===== src/rtl/igm_pkg.sv =====
package igm_pkg;
   localparam int DATA_WIDTH_DEF = 32;
   localparam int FRAC_BITS_DEF  = 16;
   localparam logic [31:0] MIN_MAG_RESET = 32'd66;
endpackage


===== src/rtl/igm_div_cell.sv =====
module igm_div_cell
   import igm_pkg::*;
#(
   parameter int DATA_WIDTH = DATA_WIDTH_DEF,
   parameter int QW         = 33,
   parameter int STEP       = 0,
   parameter int TAG_W      = 1
) (
   input  logic                  clock,
   input  logic                  reset,
   input  logic                  enable,
   input  logic                  valid_in,
   input  logic [DATA_WIDTH-1:0] div_in,
   input  logic [DATA_WIDTH-1:0] rem_in,
   input  logic [QW-1:0]         quot_in,
   input  logic [TAG_W-1:0]      tag_in,
   output logic                  valid_out,
   output logic [DATA_WIDTH-1:0] div_out,
   output logic [DATA_WIDTH-1:0] rem_out,
   output logic [QW-1:0]         quot_out,
   output logic [TAG_W-1:0]      tag_out
);
   logic                  valid_ff;
   logic [DATA_WIDTH-1:0] div_ff, rem_ff, rem_in_c;
   logic [QW-1:0]         quot_ff, quot_in_c;
   logic [TAG_W-1:0]      tag_ff;
   logic [DATA_WIDTH:0]   shifted, dsor;

   // dividend is a single one at the top quotient bit
   always_comb begin
      shifted = {rem_in, (STEP == QW - 1) ? 1'b1 : 1'b0};
      dsor    = {1'b0, div_in};
      if (shifted >= dsor) begin
         rem_in_c  = DATA_WIDTH'(shifted - dsor);
         quot_in_c = quot_in | (QW'(1) << STEP);
      end else begin
         rem_in_c  = DATA_WIDTH'(shifted);
         quot_in_c = quot_in;
      end
   end

   always_ff @(posedge clock) begin
      if (reset) begin
         valid_ff <= 1'b0;
      end else if (enable) begin
         valid_ff <= valid_in;
      end
      if (enable) begin
         div_ff  <= div_in;
         rem_ff  <= rem_in_c;
         quot_ff <= quot_in_c;
         tag_ff  <= tag_in;
      end
   end

   assign valid_out = valid_ff;
   assign div_out   = div_ff;
   assign rem_out   = rem_ff;
   assign quot_out  = quot_ff;
   assign tag_out   = tag_ff;
endmodule


===== config.mk =====
export PLATFORM = sky130hd
export DESIGN_NAME = igm_div_cell
export DESIGN_NICKNAME = d
export VERILOG_FILES = /design/src/rtl/igm_pkg.sv /design/src/rtl/igm_div_cell.sv
export SDC_FILE = /design/constraint.sdc
export NUM_CORES = 1
export LEC_CHECK = 0
export ABC_CLOCK_PERIOD_IN_PS = 3100
export BUFFER_PORTS_ARGS = -buffer_cell sky130_fd_sc_hd__buf_2
export CAP_MARGIN = 20
export CORE_UTILIZATION = 43
export CTS_BUF_LIST = sky130_fd_sc_hd__clkbuf_4 sky130_fd_sc_hd__clkbuf_8 sky130_fd_sc_hd__clkbuf_16
export CTS_CLUSTER_DIAMETER = 40
export DETAILED_ROUTE_END_ITERATION = 16
export PLACE_DENSITY = 0.77
export SLEW_MARGIN = 20
export SYNTH_ARGS = -nofsm -noshare
export SYNTH_HDL_FRONTEND = slang
export SYNTH_SLANG_ARGS = --single-unit

===== constraint.sdc =====
create_clock -name clock -period 3.1 [get_ports clock]
set_clock_uncertainty 0.05 [all_clocks]
set_input_delay 0.465 -clock clock [delete_from_list [all_inputs] [get_ports clock]]
set_output_delay 0.465 -clock clock [all_outputs]
set_load 0.01 [all_outputs]

# ---- Word level (Yosys, flattened, before mapping)
# Index checks and enable logic that the tools add are counted.
dict set report word_totals {
  inputBits 102
  word_cells 10
  regBits 99
  output_inout_bits 99
}
dict set report op_classes {
  muxes 1
  magnitude_cmp 1
  addsub 1
}
# cell count
set op_table {}
lappend op_table {{$ge 33x32->1} 1}
lappend op_table {{$mux 32} 1}
lappend op_table {{$sub 32x32->32} 1}

# ---- Depth between registers and ports, before layout
dict set report depth {
  word_depth 2
  depth_mapped 14
  depth_no_buf 11
}

# ---- Worst setup path after synthesis
# Ideal clock, no wire load.
dict set report synth_path {
  kind {in2reg}
  start {input port div_in[10]}
  end {register rem_ff[10], in the netlist rem_out[10] (data pin)}
  slack_ns -0.253
  cell_stages 14
  arrival_time_ns 3.043
  n_path_buf 3
  path_cell_list {inv_1 ha_1 buf_6 and4_4 and2_0 a221o_1 nor3_2 nand3_2 a31oi_4 o21a_4 o21a_1 buf_6 buf_12 mux2_4}
}
dict set report synth_between {
  elab_chain_cells 2
  elab_cells_between_ends 3
  cone_classes {1 x add/sub; 1 x order compare; 1 x mux}
}
# element line
set synth_rtl {}
lappend synth_rtl {{start: declaration} igm_div_cell.sv:13} ;# input logic [DATA_WIDTH-1:0] div_in,
lappend synth_rtl {{$sub 32x32->32 or $ge 33x32->1 (tied branches)} {igm_div_cell.sv:34, igm_div_cell.sv:33}}
lappend synth_rtl {{$mux 32 (*)} igm_div_cell.sv:33} ;# if (shifted >= dsor) begin
lappend synth_rtl {{named net rem_in_c[10]} igm_div_cell.sv:24} ;# logic [DATA_WIDTH-1:0] div_ff, rem_ff, rem_in_c;
lappend synth_rtl {{end signal: assignment} igm_div_cell.sv:50} ;# rem_ff <= rem_in_c;
lappend synth_rtl {{end: declaration} igm_div_cell.sv:24}
# Mark *: on every way through the listed nets, which the timed path passes. The rest lies on a longest branch.
# A chain may end at the register's enable or synchronous reset.

# ---- Final worst setup path
dict set report layout_path {
  start {input port div_in[0]}
  end {register rem_ff[28], in the netlist rem_out[28] (data pin)}
}
# The elaborated chain is that of the path after synthesis.

==> impl_results.md <==
- Outcome: finished clean
- Worst vdd ir: 0.0002328 V
- Switch Pwr: 1.055 mW
- Worst Hold End: valid_out
- Synth area leader: edfxtp_1
- Post-CTS Resized: 0
- Max cap viols: 0
- Synth top cells by count: edfxtp_1 (98), inv_1 (41), ha_1 (32)
- Number of flops mapped to enable cells by yosys: 98
- Slew Limit Fails: 0
- Sw Share: 0.2798
- Post-synthesis sequential area ratio: 0.5419
- Comb pwr share: 0.269
- Vias in the first global route: 4399
- Cell Area, Placed: 7104 um^2
- Worst hold-check path type: in -> reg
- Worst-path clk slew: 0.07 ns
- Hold path depth: 2
- Worst hold slack: 0.2056 ns
- Root buf cell: clkbuf_16
- GPL Wtd Cong: 0.8903
- LEAKAGE: 3.398 nW
- Post-CTS setup buffers: 0
- CTS tree: done
- 1st-iter DRT viols: 278
- Row cnt: 40
- Starting Density: 0.4477
- Synth Net Count: 573
- P_int: 2.715 mW
- ANT nets after route: 0
- Worst EP required: 3.15 ns
- GRT overflow: 0
- Final Hold Fails: 0
- Worst-Margin Slew: 0.7266 ns
- CP Capture Type: flip-flop
- Unrepaired setup endpoints after global routing: false
- PortBufs: 200
- Cts hold-fix bufs: 0
- Synth Instances: 438
- Crit-path max FO: 3
- Main flop type after synthesis: edfxtp_1
- Number of buffers and inverters on the critical path: 2
- Ys Warns: 0
- Reg-to-reg endpoint: valid_out
- R2r startpoint: valid_out
- CTS sink count: 99
- Share of the synthesized area in the top cell type: 0.5382
- Register bit count reported by yosys: 99
- Die area: 13170 um^2
- Synthesized cell area: 5468 um^2
- Clk pwr share: 0.286
- IO Count: 201
- Reg2reg path depth: 2
- Tcrit/Tclk final: 0.9486
- FMAX: 340.0 MHz
- First-pass GRT wire length: 20840 um
- CP Launch Type: primary input
- WL/cell: 15.71 um
- Pre-CTS WS: -0.2394 ns
- DRC errors left: 0
- Final Instance Area: 7401 um^2
- Initial antenna violation count: 0
- Layout Nets: 828
- Core footprint: 12210 um^2
- Max stage delay cell, worst path: fa_1
- DIE WIDTH: 114.8 um
- Final setup fails: 0
- Syn avg cell area: 12.48 um^2
- Minimum clock period after layout: 2.941 ns
- CP Cell Sequence: buf_2 -> fa_1 -> nor2b_1 -> o31a_1 -> buf_4 -> o211ai_1 -> a21oi_2 -> o31ai_2 -> a211oi_1 -> mux2i_1 -> or3_1 -> mux2_4
- Layout cells sized above 1: 0.4670
- Synth cell types: 54
- Final WS setup: 0.1592 ns
- Count leader, synth: edfxtp_1
- DP HPWL: 10890 um
- Synth area leaders: edfxtp_1 (54%), mux2_4 (7.4%), ha_1 (7.3%)
- CTS Buffer Depth: 2
- Die Y: 114.8 um
- Total GRT Usage: 0.2063
- Largest stage delay on the critical path: 0.46 ns
- Synth-to-layout area growth: 35.35%
- Post-Route Setup TNS: 0 ns
- Detailed Routing Iterations Pass 1: 5
- Vias per cell: 5.032
- ANT cells: 0
- Power density cells: 509.4 nW/um^2
- Vias: 4358
- Htree depth: 3
- Crit path DAT: 2.99 ns
- Cell family with most CP delay: compound AO/OA/AOI/OAI gates
- Reg power frac: 0.445
- Worst skew pair latency: 0.35 ns
- Reg2reg setup slack: 2.43 ns
- Critical path type: in -> reg
- CP Launch Point: div_in[0]
- CTS Buf Count: 9
- Max-slew headroom: 0.5156
- Total wire length: 13600 um
- Min-delay src: reset
- FFs w/ async S/R, synth: 0
- Worst path depth: 12
- Largest net degree at the start of global routing: 56
## placed cells by master, fill, tap and decap left out, types with 3 or more instances in the layout
cell type,instances
buf_2,199
edfxtp_1,98
buf_4,60
inv_1,38
a21oi_1,27
mux2_4,27
ha_1,27
nand2_1,25
nor2_1,22
o21ai_0,17
xnor2_1,16
a21o_1,12
nand3_1,11
clkbuf_16,9
nand4_1,8
xor2_1,8
a31oi_1,6
and3_1,5
nor2b_1,5
ha_4,5
o21a_1,4
nor3_1,4
a211oi_1,4
inv_2,3
o211ai_1,3
mux2i_1,3
o21bai_1,3
mux2_2,3
inv_6,3
## power by group through the flow
stage / clock [mW] / sequential (mW) / combinational (mW)
finish: 1.08 / 1.68 / 1.02
global route: 1.15 / 1.69 / 1.11
CTS: 1.10 / 1.68 / 1.02
detailed placement: 0 / 1.71 / 1.01
global placement: 0 / 1.71 / 0.995
floorplan: 0 / 1.79 / 0.513
## how the worst max path moves through the flow
stage             endpoint  slack [ns]
6_report       rem_out[28]        0.16
5_1_grt        rem_out[28]       0.004
3_5_place_dp   rem_out[28]       -0.24
3_3_place_gp    rem_out[2]       -0.21
4_1_cts        rem_out[28]        0.13
2_1_floorplan  rem_out[10]       0.002
## sequential cells by signal, indices dropped and copies added, names as in the netlist
name       cells
quot_out      33
div_out       32
rem_out       32
tag_out        1
valid_out      1
## metrics by stage
stage	std cells	utilization	total power [mW]
2_1_floorplan	438	-	2.299
3_3_place_gp	850	0.5818	2.700
3_5_place_dp	850	0.5818	2.721
4_1_cts	866	0.6049	3.800
5_1_grt	866	0.6060	3.946
6_report	866	0.6060	3.770
## per-layer routing
| metal | vias up | routed length [um] | track usage |
|---|---|---|---|
| met5 | - | 0 | 0 |
| met4 | 0 | 360 | 0.1048 |
| met3 | 24 | 813 | 0.03426 |
| met2 | 172 | 6829 | 0.3592 |
| met1 | 2033 | 5600 | 0.2474 |
| li1 | 2129 | - | - |
## cell type report
cell class,count,area (um^2)
Sequential cell,99,2963
Fill cell,1049,4811
Multi-Input combinational cell,281,2305
Timing Repair Buffer,261,1486
Tap cell,168,210.2
Inverter,41,153.9
Clock buffer,9,225.2
Clock inverter,7,57.56
## kinds of logic (layout without fill, tap and decap cells)
logic type	after synthesis	count (layout)	share of synthesized area
flip-flops	99	99	0.5419
XOR/XNOR	24	24	0.03844
adder cells (fa/ha/maj)	33	33	0.07689
AND/OR/NAND/NOR	95	95	0.08765
buffers and inverters	58	318	0.05263
multiplexers	33	33	0.08581
AO/OA/AOI/OAI	96	96	0.1167
Power figures use the tool's default switching activity.
