===== src/rtl/igm_pkg.sv =====
package igm_pkg;
   localparam int DATA_WIDTH_DEF = 32;
   localparam int FRAC_BITS_DEF  = 16;
   localparam logic [31:0] MIN_MAG_RESET = 32'd66;
endpackage


===== src/rtl/igm_sqrt_cell.sv =====
module igm_sqrt_cell
   import igm_pkg::*;
#(
   parameter int DATA_WIDTH = DATA_WIDTH_DEF,
   parameter int STEP       = 0,
   parameter int TAG_W      = 1
) (
   input  logic                    clock,
   input  logic                    reset,
   input  logic                    enable,
   input  logic                    valid_in,
   input  logic [2*DATA_WIDTH-1:0] rem_in,
   input  logic [DATA_WIDTH-1:0]   root_in,
   input  logic [TAG_W-1:0]        tag_in,
   output logic                    valid_out,
   output logic [2*DATA_WIDTH-1:0] rem_out,
   output logic [DATA_WIDTH-1:0]   root_out,
   output logic [TAG_W-1:0]        tag_out
);
   localparam int XW = 2*DATA_WIDTH + 1;

   logic                    valid_ff;
   logic [2*DATA_WIDTH-1:0] rem_ff, rem_in_c;
   logic [DATA_WIDTH-1:0]   root_ff, root_in_c;
   logic [TAG_W-1:0]        tag_ff;
   logic [XW-1:0]           trial, rem_x;

   always_comb begin
      trial = (XW'(root_in) << (STEP + 1)) | (XW'(1) << (2*STEP));
      rem_x = XW'(rem_in);
      if (rem_x >= trial) begin
         rem_in_c  = (2*DATA_WIDTH)'(rem_x - trial);
         root_in_c = root_in | (DATA_WIDTH'(1) << STEP);
      end else begin
         rem_in_c  = rem_in;
         root_in_c = root_in;
      end
   end

   always_ff @(posedge clock) begin
      if (reset) begin
         valid_ff <= 1'b0;
      end else if (enable) begin
         valid_ff <= valid_in;
      end
      if (enable) begin
         rem_ff  <= rem_in_c;
         root_ff <= root_in_c;
         tag_ff  <= tag_in;
      end
   end

   assign valid_out = valid_ff;
   assign rem_out   = rem_ff;
   assign root_out  = root_ff;
   assign tag_out   = tag_ff;
endmodule


===== config.mk =====
export PLATFORM = sky130hd
export DESIGN_NAME = igm_sqrt_cell
export DESIGN_NICKNAME = d
export VERILOG_FILES = /design/src/rtl/igm_pkg.sv /design/src/rtl/igm_sqrt_cell.sv
export SDC_FILE = /design/constraint.sdc
export NUM_CORES = 1
export LEC_CHECK = 0
export BUFFER_PORTS_ARGS = -buffer_cell sky130_fd_sc_hd__buf_2
export CAP_MARGIN = 10
export CORE_ASPECT_RATIO = 1.75
export CORE_MARGIN = 2
export CORE_UTILIZATION = 56
export CTS_CLUSTER_SIZE = 28
export DETAILED_ROUTE_END_ITERATION = 6
export PLACE_DENSITY = 0.85
export SLEW_MARGIN = 25
export SYNTH_ARGS = -nofsm -noshare
export SYNTH_HDL_FRONTEND = slang
export SYNTH_SLANG_ARGS = --single-unit

===== constraint.sdc =====
create_clock -name clock -period 9.2 [get_ports clock]
set_input_delay 1.84 -clock clock [delete_from_list [all_inputs] [get_ports clock]]
set_output_delay 1.84 -clock clock [all_outputs]
set_load 0.01 [all_outputs]

# After elaboration in Yosys (flattened, before gate mapping)
# Index checks and enable logic that the tools add are counted.
[op_classes] addsub=1 magnitude_cmp=1 mux=1
[op_table] cell="greater-or-equal comparator 64 x 33 -> 1 bit" count=1
[op_table] cell="2-to-1 mux 64 bit" count=1
[op_table] cell="subtractor 64 x 33 -> 64 bit" count=1
[word_totals] reg_bits=98 output_inout_bits=98

# Depth between registers and ports, before layout
# Gate-level depths: netlist (run 1).
[logic_depth] ltp_word=2 mapped_depth=13

# Least setup slack after synthesis (run 1)
# Ideal clock, no wire load.
[synth_timing] path_kind="input -> register" start="input port root_in[0]" end="register rem_ff[44] (netlist: rem_out[44]), data pin" setup_time_ps=258 arrival_time_ps=4172 required_ps=8942 path_slack_ps=4770 cell_stages=10 n_path_buf=0 cell_sequence="inv_1 > fa_1 > a211oi_1 > o21ai_1 > a211o_1 > a211oi_2 > o21ai_2 > a211oi_4 > nand2_1 > xnor2_1"
[synth_between] elab_chain_len=2 word_cells_on_any_way=3 cone_classes="add/sub: 1; order compare: 1; mux: 1"
[synth_rtl] element="from (decl)" line_no="igm_sqrt_cell.sv:13" text="input logic [DATA_WIDTH-1:0] root_in,"
[synth_rtl] element="subtractor 64 x 33 -> 64 bit / greater-or-equal comparator 64 x 33 -> 1 bit (equally long branches)" line_no="igm_sqrt_cell.sv:32, igm_sqrt_cell.sv:31"
[synth_rtl] element="2-to-1 mux 64 bit (*)" line_no="igm_sqrt_cell.sv:31" text="if (rem_x >= trial) begin"
[synth_rtl] element="net rem_in_c[44]" line_no="igm_sqrt_cell.sv:23" text="logic [2*DATA_WIDTH-1:0] rem_ff, rem_in_c;"
[synth_rtl] element="to (signal assigned)" line_no="igm_sqrt_cell.sv:47" text="rem_ff <= rem_in_c;"
[synth_rtl] element="to (decl)" line_no="igm_sqrt_cell.sv:23"
# The timed path passes the listed nets; every way through them passes the cells marked *.
# A chain may end at the register's enable or synchronous reset.

# Final worst setup path (run 1)
[layout_timing] start="input port rem_in[1]" end="register rem_ff[43] (netlist: rem_out[43]), data pin"
[layout_between] elab_chain_len=2 word_cells_on_any_way=3 cone_classes="add/sub: 1; order compare: 1; mux: 1"
[layout_rtl] element="from (decl)" line_no="igm_sqrt_cell.sv:12" text="input logic [2*DATA_WIDTH-1:0] rem_in,"
[layout_rtl] element="subtractor 64 x 33 -> 64 bit / greater-or-equal comparator 64 x 33 -> 1 bit (equally long branches)" line_no="igm_sqrt_cell.sv:32, igm_sqrt_cell.sv:31"
[layout_rtl] element="2-to-1 mux 64 bit (*)" line_no="igm_sqrt_cell.sv:31"
[layout_rtl] element="net rem_in_c[43]" line_no="igm_sqrt_cell.sv:23"
# Marks and branches as above.

==> results of run 1 <==
final cells by class:
class,count,area [µm²],share of cell area (%)
Multi-Input combinational cell,440,3010,40.0
Clock buffer,9,225,2.99
Tap cell,130,163,2.16
Inverter,34,128,1.70
Timing Repair Buffer,199,1000,13.3
Clock inverter,7,60.1,0.798
Sequential cell,98,2930,39.0
power by group through the flow:
stage | sequential (mW) | clock (mW) | combinational [mW]
floorplan | 0.601 | 0 | 0.153
global placement | 0.573 | 0 | 0.299
detailed placement | 0.574 | 0 | 0.307
CTS | 0.564 | 0.373 | 0.310
global route | 0.568 | 0.387 | 0.339
finish | 0.564 | 0.372 | 0.312
worst min-delay path by stage:
stage / to / slack [ps] / depth (start not counted)
6_report: valid_out$_SDFFE_PP0P_ / 520 / 2
3_3_place_gp: valid_out$_SDFFE_PP0P_ / 470 / 2
2_1_floorplan: valid_out$_SDFFE_PP0P_ / 530 / 2
5_1_grt: valid_out$_SDFFE_PP0P_ / 580 / 2
4_1_cts: valid_out$_SDFFE_PP0P_ / 520 / 2
3_5_place_dp: valid_out$_SDFFE_PP0P_ / 500 / 2
worst reg2reg max path: cells and delay by family, from the launching register on:
family           cells  cell delay (ps)
muxes                1              130
and+or+nand+nor      1               60
DFF                  1              310
logic make-up (layout without fill, tap and decap cells):
| family | count (synthesis) | in the layout | synth area share [%] |
|---|---|---|---|
| AOI/OAI and AO/OA | 149 | 149 | 15.9 |
| xor gates and xnor gates | 60 | 60 | 8.50 |
| adders and majority gates | 34 | 34 | 7.00 |
| DFF | 98 | 98 | 47.4 |
| buffers and inverters | 59 | 249 | 4.00 |
| and+or+nand+nor | 192 | 192 | 16.3 |
| muxes | 5 | 5 | 0.890 |
cells in the mapped netlist, drive strengths merged, types with 2 or more instances:
cell / count
and3: 6
nand3b: 3
o21ai: 21
nand4: 13
nand2: 34
mux2: 4
a31o: 2
and4: 4
a211oi: 6
or3: 11
o211ai: 6
nand3: 16
o21a: 8
or4: 4
a21oi: 60
nor2: 65
a31oi: 11
a22o: 2
ha: 33
edfxtp: 97
xor2: 18
nor3: 8
a221oi: 2
xnor2: 42
o31ai: 3
and2: 5
a21o: 12
buf: 10
or2: 4
nor4: 8
clkbuf: 15
inv: 34
o21bai: 5
nor2b: 5
registers in the layout (all words and copies together), names as in the netlist:
signal / flops
tag_out: 1
rem_out: 64
root_out: 32
valid_out: 1
routing by layer:
layer	track usage [%]	part of all wire, %
met1	29.1	34
met2	57.6	56
met3	4.16	5.8
met4	15.9	4.2
met5	0	0
per-stage QoR:
stage	instances	instance area (µm²)
6_report	917	7530
5_1_grt	917	7530
4_1_cts	917	7520
3_5_place_dp	901	7230
3_3_place_gp	901	7230
2_1_floorplan	597	6190
==> flow_summary.yaml, run 1 <==
logic_synthesis:
  synth.distinct_cells: 69
  synth_top_area_share_pct: 47.1
  ys_warn_count: 0
  avgSynthCellArea_um2: 10.4
  seq_area_frac_synth_pct: 47.4
  synthCells: 597
  yosys.area.top_type: "edfxtp_1"
  synth_fp_nets: 732
  synth-seq-cells: 98
  syn-cell-area_mm2: 0.00619
  synth_area_leaders: "edfxtp_1, ha_1, xnor2_1"
  synthArstFlopShare_pct: 0
  ys.flop_type: "edfxtp_1"
  synth-edff-count: 97
timing:
  fin_crit_ps: 4930
  finalHoldViolations: 0
  finalWorstSetupSlack_ps: 4270
  whs_ps: 520
  maxSlewHeadroom_pct: 40.5
  setup_violations: 0
  fmax_ghz: 0.203
  worst_pin_slew_ps: 893
  slew_violations: 0
  final.setup.tns_ps: 0
  timing.final.crit_share_pct: 53.6
  rsz0062_at_grt: "no"
  clock_skew_ps: 0
drt:
  vias: 5453
  drtIter0Drc: 412
  drc_errors: 0
  first_pass_iters: 5
  drt-total-wl_um: 17600
  vias_per_cell: 5.95
  ant_nets: 0
  wire_per_inst_um: 19.2
power:
  power_frac_seq_pct: 45.2
  total_power_mw: 1.25
  ir_drop_v: 0.000105
  swShare_pct: 30.4
  p_int_uw: 869
  p_leak_nw: 3.22
  pwr-share-clk_pct: 29.8
  p_per_area_mw_per_mm2: 166
  p_comb_share_pct: 25.0
  p_sw_uw: 380
run:
  drv_cap: 0
critical_path:
  path_cells: "buf_2, fa_1, a211oi_1, o211a_1, nor3_1, o211ai_1, nand3_2, buf_4, and3_1, nand4_1, xnor2_1"
  cp_slowest_cell: "nand3_2"
  startpoint_type: "input port"
  r2r_end: "valid_out$_SDFFE_PP0P_"
  reg2reg_depth: 2
  worst-path-stages: 11
  path_class: "input port to flop"
  path_delay_family: "simple AND/OR/NAND/NOR gates"
  end_kind: "flop"
  reg2reg_slack_ps: 8600
  worstPathArrival_ps: 5040
  timing.critical_path.buf_inv: 2
  crit_path_start: "rem_in[1]"
  crit_path_max_incr_delay_ps: 620
  required_ps: 9310
  cp_max_fo: 35
  endpoint: "rem_out[43]$_DFFE_PP_"
  r2r_start: "valid_out$_SDFFE_PP0P_"
clocking:
  cts_made_buffers: 9
  cts_resized: 0
  cts_hold_buf: 0
  clock-root-buffer: "clkbuf_16"
  htreeDepth: 3
  cts_post_setup_buffers_inserted: 0
  tritoncts: "yes"
  clk_path_buf_depth: 2
  cts.sinks: 98
  clkLatencyLatePin_ps: 360
  cts.clk_slew.worst_paths_ps: 80
global_routing:
  antenna_found_initial: 0
  grt_pass1_vias: 5779
  grt_pass1_wl_um: 27700
  grt_max_degree: 99
  grt-ovfl-total: 0
  track_usage_pct: 29.3
floorplanning:
  ioPinCount: 199
  die_area_mm2: 0.0119
  die_w_um: 83.5
  start_util_pct: 57.5
  rows: 50
  die_h_um: 143
  core_mm2: 0.0108
min_path:
  hold_path.class: "flop to flop"
  min-delay-start: "valid_out$_SDFFE_PP0P_"
finish:
  fin_nets: 917
  drive_above_1_share_pct: 30.2
  utilization_pct: 69.9
  diodes: 0
  fillers: 829
  layout_common_cells: "buf_2, edfxtp_1, nor2_1, a21oi_1, xnor2_1"
  area_delta_synth_final_pct: 21.7
  final_common_cell: "buf_2"
outcome:
  status: "completed"
placement:
  pre_cts_slack_ps: 3860
  finalWeightedCongestion: 0.933
  hpwl_um: 13800
  numPortBuffers: 198
No activity file was read; power rests on OpenSTA's default activity.
==> inputs of run 2 (changes only) <==
--- a/config.mk
+++ b/config.mk
@@ -5,14 +5,15 @@
 export SDC_FILE = /design/constraint.sdc
 export NUM_CORES = 1
 export LEC_CHECK = 0
+export ABC_AREA = 1
 export BUFFER_PORTS_ARGS = -buffer_cell sky130_fd_sc_hd__buf_2
 export CAP_MARGIN = 10
 export CORE_ASPECT_RATIO = 1.75
 export CORE_MARGIN = 2
-export CORE_UTILIZATION = 56
+export CORE_UTILIZATION = 55
 export CTS_CLUSTER_SIZE = 28
 export DETAILED_ROUTE_END_ITERATION = 6
-export PLACE_DENSITY = 0.85
+export PLACE_DENSITY = 0.8
 export SLEW_MARGIN = 25
 export SYNTH_ARGS = -nofsm -noshare
 export SYNTH_HDL_FRONTEND = slang
==> constraint.sdc (replaced) <==
create_clock -name clock -period 5.1 [get_ports clock]
set_input_delay 1.02 -clock clock [delete_from_list [all_inputs] [get_ports clock]]
set_output_delay 1.02 -clock clock [all_outputs]
set_load 0.01 [all_outputs]
==> flow_summary.yaml, run 2 <==
logic_synthesis:
  avgSynthCellArea_um2: 6.89
  synthCells: 1123
  seq_area_frac_synth_pct: 37.9
  ys.flop_type: "edfxtp_1"
  synth_common_cells: "nand2_1, inv_1, nor2_1, edfxtp_1, nand3_1"
  synth_fp_nets: 1258
  synth-edff-count: 97
  synth_top_area_share_pct: 37.6
  synth-seq-cells: 98
  synth.distinct_cells: 32
  yosys.area.top_type: "edfxtp_1"
  synthArstFlopShare_pct: 0
  synth_area_leaders: "edfxtp_1, nand2_1, inv_1"
  ys_warn_count: 0
  syn-cell-area_mm2: 0.00774
  synth_most_common_cell: "nand2_1"
timing:
  fin_crit_ps: 3130
  clock_skew_ps: 0
  setup_violations: 0
  final.setup.tns_ps: 0
  timing.final.crit_share_pct: 61.3
  whs_ps: 512
  fmax_ghz: 0.320
  worst_pin_slew_ps: 950
  finalHoldViolations: 0
  slew_violations: 0
  maxSlewHeadroom_pct: 36.7
  rsz0062_at_grt: "no"
finish:
  diodes: 0
  fillers: 1315
  area_delta_synth_final_pct: 18.7
  largest_reg_flops: 64
  fin_cells: 1507
  final_common_cell: "nand2_1"
  layout_common_cells: "nand2_1, inv_1, buf_2, nor2_1, edfxtp_1"
  fin_nets: 1460
  drive_above_1_share_pct: 20.9
  utilization_pct: 66.4
global_routing:
  grt_max_degree: 68
  grt_pass1_vias: 7587
  grt-ovfl-total: 0
  track_usage_pct: 31.9
  grt_pass1_wl_um: 36500
  antenna_found_initial: 0
drt:
  vias: 7714
  drt-total-wl_um: 24000
  wire_per_inst_um: 15.9
  drc_errors: 0
  drtIter0Drc: 430
  ant_nets: 0
  first_pass_iters: 5
  vias_per_cell: 5.12
placement:
  place_inst: 1491
  finalWeightedCongestion: 0.971
  numPortBuffers: 198
  hpwl_um: 19800
floorplanning:
  start_util_pct: 55.9
  die_w_um: 93.7
  die_h_um: 161
  die_area_mm2: 0.0151
  core_mm2: 0.0138
  ioPinCount: 199
  rows: 57
critical_path:
  cp_max_fo: 28
  end_kind: "flop"
  required_ps: 5190
  path_class: "input port to flop"
  worstPathArrival_ps: 3220
  startpoint_type: "input port"
clocking:
  clkLatencyLatePin_ps: 360
  clk_path_buf_depth: 2
  cts.sinks: 98
  cts_resized: 0
  cts_hold_buf: 0
  clock-root-buffer: "clkbuf_16"
  tritoncts: "yes"
  cts_post_setup_buffers_inserted: 0
  cts_made_buffers: 9
  cts.clk_slew.worst_paths_ps: 80
  htreeDepth: 3
min_path:
  hold_path.class: "flop to flop"
power:
  p_per_area_mw_per_mm2: 258
  ir_drop_v: 0.000152
  total_power_mw: 2.37
  p_leak_nw: 4.74
run:
  drv_cap: 0
outcome:
  status: "completed"
## run 2: cell types whose count changed after synthesis, sizes merged, moves of 14 or more
| cell | before | now |
|---|---|---|
| nand2 | 34 | 443 |
| inv | 34 | 216 |
| nor2 | 65 | 126 |
| nand3 | 16 | 52 |
| xnor2 | 42 | 21 |
| clkbuf | 15 | 1 |
## run 2: cell families (layout without fill, tap and decap cells)
group	Yosys count	after routing	share of synthesized area, %
simple gates	651	651	33.8
compound gates	83	83	7.37
fa+ha+maj	34	34	5.60
flops	98	98	37.9
mux	1	1	0.129
buf+inv	226	433	11.8
xor+xnor	30	30	3.40
## run 2: worst max-delay path: stages
cell	delay, ps
buf_2	130
fa_1	500
nand3_1	130
nand3_2	120
nand2_1	100
nand2_2	60
nand2_1	70
nand2_2	70
nand2_1	80
nand2_2	60
nand2_2	100
nand2_4	130
inv_2	110
buf_4	430
a21oi_2	60
## run 2: power breakdown
group | switching, mW | internal [mW] | total [mW]
registers | 0.0211 | 0.993 | 1.01
logic | 0.414 | 0.235 | 0.649
clock network | 0.351 | 0.357 | 0.707
total | 0.786 | 1.58 | 2.37
## run 2: layout make-up
type | instances | area (µm²) | share of cell area [%]
repair buffers | 201 | 1030 | 11.2
flip-flops and latches | 98 | 2930 | 31.9
clock buffers | 10 | 239 | 2.60
multi-input cells | 799 | 3890 | 42.4
inverters | 216 | 811 | 8.83
clock inverters | 6 | 56.3 | 0.613
well taps | 177 | 221 | 2.41
## run 2: path summary, 6_finish.rpt
| check | from | endpoint | slack [ps] | cells after the start |
|---|---|---|---|---|
| worst max register to register | valid_out$_SDFFE_PP0P_ | valid_out$_SDFFE_PP0P_ | 4510 | 2 |
| worst min register to register | valid_out$_SDFFE_PP0P_ | valid_out$_SDFFE_PP0P_ | 510 | 2 |
| worst max-delay path | rem_in[1] | rem_out[51]$_DFFE_PP_ | 1970 | 15 |
| worst min-delay path | valid_out$_SDFFE_PP0P_ | valid_out$_SDFFE_PP0P_ | 510 | 2 |
## run 2: per-layer routing
layer / vias up / track usage, % / share of wire [%]
met4: 0 / 21.1 / 7.0
met5: - / 0 / 0
met2: 272 / 61.9 / 55
met3: 93 / 3.56 / 4.6
li1: 3890 / - / -
met1: 3459 / 30.1 / 34
## run 2: through the flow
stage,setup slack (ps),instance area [µm²]
2_1_floorplan,2180,7740
3_3_place_gp,1680,8890
3_5_place_dp,1610,8890
4_1_cts,1980,9180
5_1_grt,1790,9180
6_report,1970,9180
==> inputs of run 3 (changes only) <==
--- a/config.mk
+++ b/config.mk
@@ -5,15 +5,15 @@
 export SDC_FILE = /design/constraint.sdc
 export NUM_CORES = 1
 export LEC_CHECK = 0
-export ABC_AREA = 1
+export ABC_AREA = 0
 export BUFFER_PORTS_ARGS = -buffer_cell sky130_fd_sc_hd__buf_2
 export CAP_MARGIN = 10
 export CORE_ASPECT_RATIO = 1.75
 export CORE_MARGIN = 2
-export CORE_UTILIZATION = 55
+export CORE_UTILIZATION = 47
 export CTS_CLUSTER_SIZE = 28
 export DETAILED_ROUTE_END_ITERATION = 6
-export PLACE_DENSITY = 0.8
+export PLACE_DENSITY = 0.76
 export SLEW_MARGIN = 25
 export SYNTH_ARGS = -nofsm -noshare
 export SYNTH_HDL_FRONTEND = slang
==> constraint.sdc (replaced) <==
create_clock -name clock -period 2.8 [get_ports clock]
set_input_delay 0.56 -clock clock [delete_from_list [all_inputs] [get_ports clock]]
set_output_delay 0.56 -clock clock [all_outputs]
set_load 0.01 [all_outputs]
==> flow_summary.yaml, run 3 (synthesis results as in run 1) <==
outcome:
  status: "completed"
critical_path:
  worstPathArrival_ps: 2840
  path_delay_family: "compound AO/OA/AOI/OAI gates"
  timing.critical_path.buf_inv: 4
  startpoint_type: "input port"
  cp_slowest_cell: "a221o_2"
  crit_path_max_incr_delay_ps: 380
  r2r_end: "valid_out$_SDFFE_PP0P_"
  required_ps: 2900
  cp_max_fo: 4
  end_kind: "flop"
  timing.critical_path.mode_cell: "buf_4"
  reg2reg_depth: 2
  reg2reg_slack_ps: 2200
  path_cells: "clkbuf_4, inv_12, ha_4, a21oi_4, nand2_2, a221o_2, a2111oi_4, nand3_2, buf_4, o41ai_4, buf_4, nor2_1, xor2_1"
  r2r_start: "valid_out$_SDFFE_PP0P_"
  path_class: "input port to flop"
power:
  power_frac_seq_pct: 40.2
  p_per_area_mw_per_mm2: 490
  swShare_pct: 28.7
  pwr-share-clk_pct: 29.7
  p_comb_share_pct: 30.1
  p_sw_mw: 1.32
  p_int_mw: 3.28
  ir_drop_v: 0.000366
  p_leak_nw: 4.19
drt:
  wire_per_inst_um: 17.3
  ant_nets: 0
  vias_per_cell: 5.36
  first_pass_iters: 5
  drtIter0Drc: 320
  vias: 6110
  drt-total-wl_um: 19700
  drc_errors: 0
finish:
  layout_common_cells: "buf_2, buf_4, edfxtp_1, nor2_1, a21oi_1"
  fin_nets: 1098
  final_common_cell: "buf_2"
  fillers: 957
  largest_reg_flops: 64
  area_delta_synth_final_pct: 51.9
  drive_above_1_share_pct: 48.6
  diodes: 0
clocking:
  cts_made_buffers: 9
  clkLatencyLatePin_ps: 350
  cts.clk_slew.worst_paths_ps: 70
  tritoncts: "yes"
  clk_path_buf_depth: 2
  cts.sinks: 98
  cts_hold_buf: 0
  clock-root-buffer: "clkbuf_16"
  htreeDepth: 3
min_path:
  whs_path_depth: 2
  hold_path.class: "input port to flop"
  min_to: "valid_out$_SDFFE_PP0P_"
  min-delay-start: "reset"
floorplanning:
  die_w_um: 90.7
  ioPinCount: 199
  die_h_um: 156
  rows: 55
  die_area_mm2: 0.0141
  core_mm2: 0.0129
  start_util_pct: 48.1
timing:
  rsz0062_at_grt: "yes"
  maxSlewHeadroom_pct: 63.0
  fmax_ghz: 0.365
  clock_skew_ps: 0
  slew_violations: 0
  timing.final.crit_share_pct: 98.0
  worst_pin_slew_ps: 555
  fin_crit_ps: 2740
  whs_ps: 359
  final.setup.tns_ps: 0
  finalHoldViolations: 0
  setup_violations: 0
global_routing:
  grt-ovfl-total: 0
  grt_pass1_wl_um: 30100
  antenna_found_initial: 0
  track_usage_pct: 27.1
  grt_max_degree: 99
  grt_pass1_vias: 6359
run:
  drv_cap: 0
placement:
  numPortBuffers: 198
  hpwl_um: 15000
  finalWeightedCongestion: 0.932
## run 3: area by class of cell
class                      instances  area, µm²  share of cell area, %
timing repair buffer             379       2400                   25.6
tap                              171        214                   2.28
clock buffer                      10        229                   2.44
clock inverter                     6       96.3                   1.03
sequential                        98       2930                   31.2
inverter                          34        140                   1.49
multi-input combinational        441       3380                   36.0
## run 3: what timing repair did
item,in CTS,in global routing
buffers inserted,5,4
pin swaps,12,19
resized for setup,19,36
gates cloned,1,0
setup endpoints to repair,29,40
## run 3: metal layers
layer  vias up  global-route usage, %  routed length [µm]
li1       2937                      -                   -
met4         0                   14.7                 906
met1      2873                   26.6                6840
met5         -                      0                   0
met3        60                   3.86                 904
met2       240                   53.4               11000
## run 3: through the flow
stage	power (mW)	instances	utilization [%]	cell area, µm²	worst slack [ps]
5_1_grt	4.78	1139	73.0	9400	-56.4
2_1_floorplan	2.50	597	-	6320	-69.1
3_3_place_gp	3.14	1113	67.5	8690	-643
3_5_place_dp	3.17	1113	67.5	8690	-673
6_report	4.60	1139	73.0	9400	56.6
4_1_cts	4.57	1135	71.6	9210	-33.2
## run 3: how the worst max path moves through the flow
stage,start,endpoint,cells after the start
4_1_cts,root_in[0],rem_out[52]$_DFFE_PP_,12
3_3_place_gp,rem_in[9],rem_out[52]$_DFFE_PP_,11
3_5_place_dp,rem_in[11],rem_out[52]$_DFFE_PP_,11
6_report,root_in[29],rem_out[36]$_DFFE_PP_,13
2_1_floorplan,rem_in[1],rem_out[56]$_DFFE_PP_,9
5_1_grt,root_in[29],rem_out[36]$_DFFE_PP_,13
## run 3: power by group through the flow
stage	registers (mW)	clock network, mW	logic (mW)
after floorplan	1.97	0	0.531
after global placement	1.88	0	1.26
after detailed placement	1.88	0	1.28
after CTS	1.85	1.38	1.33
after global routing	1.87	1.43	1.49
final	1.85	1.37	1.38
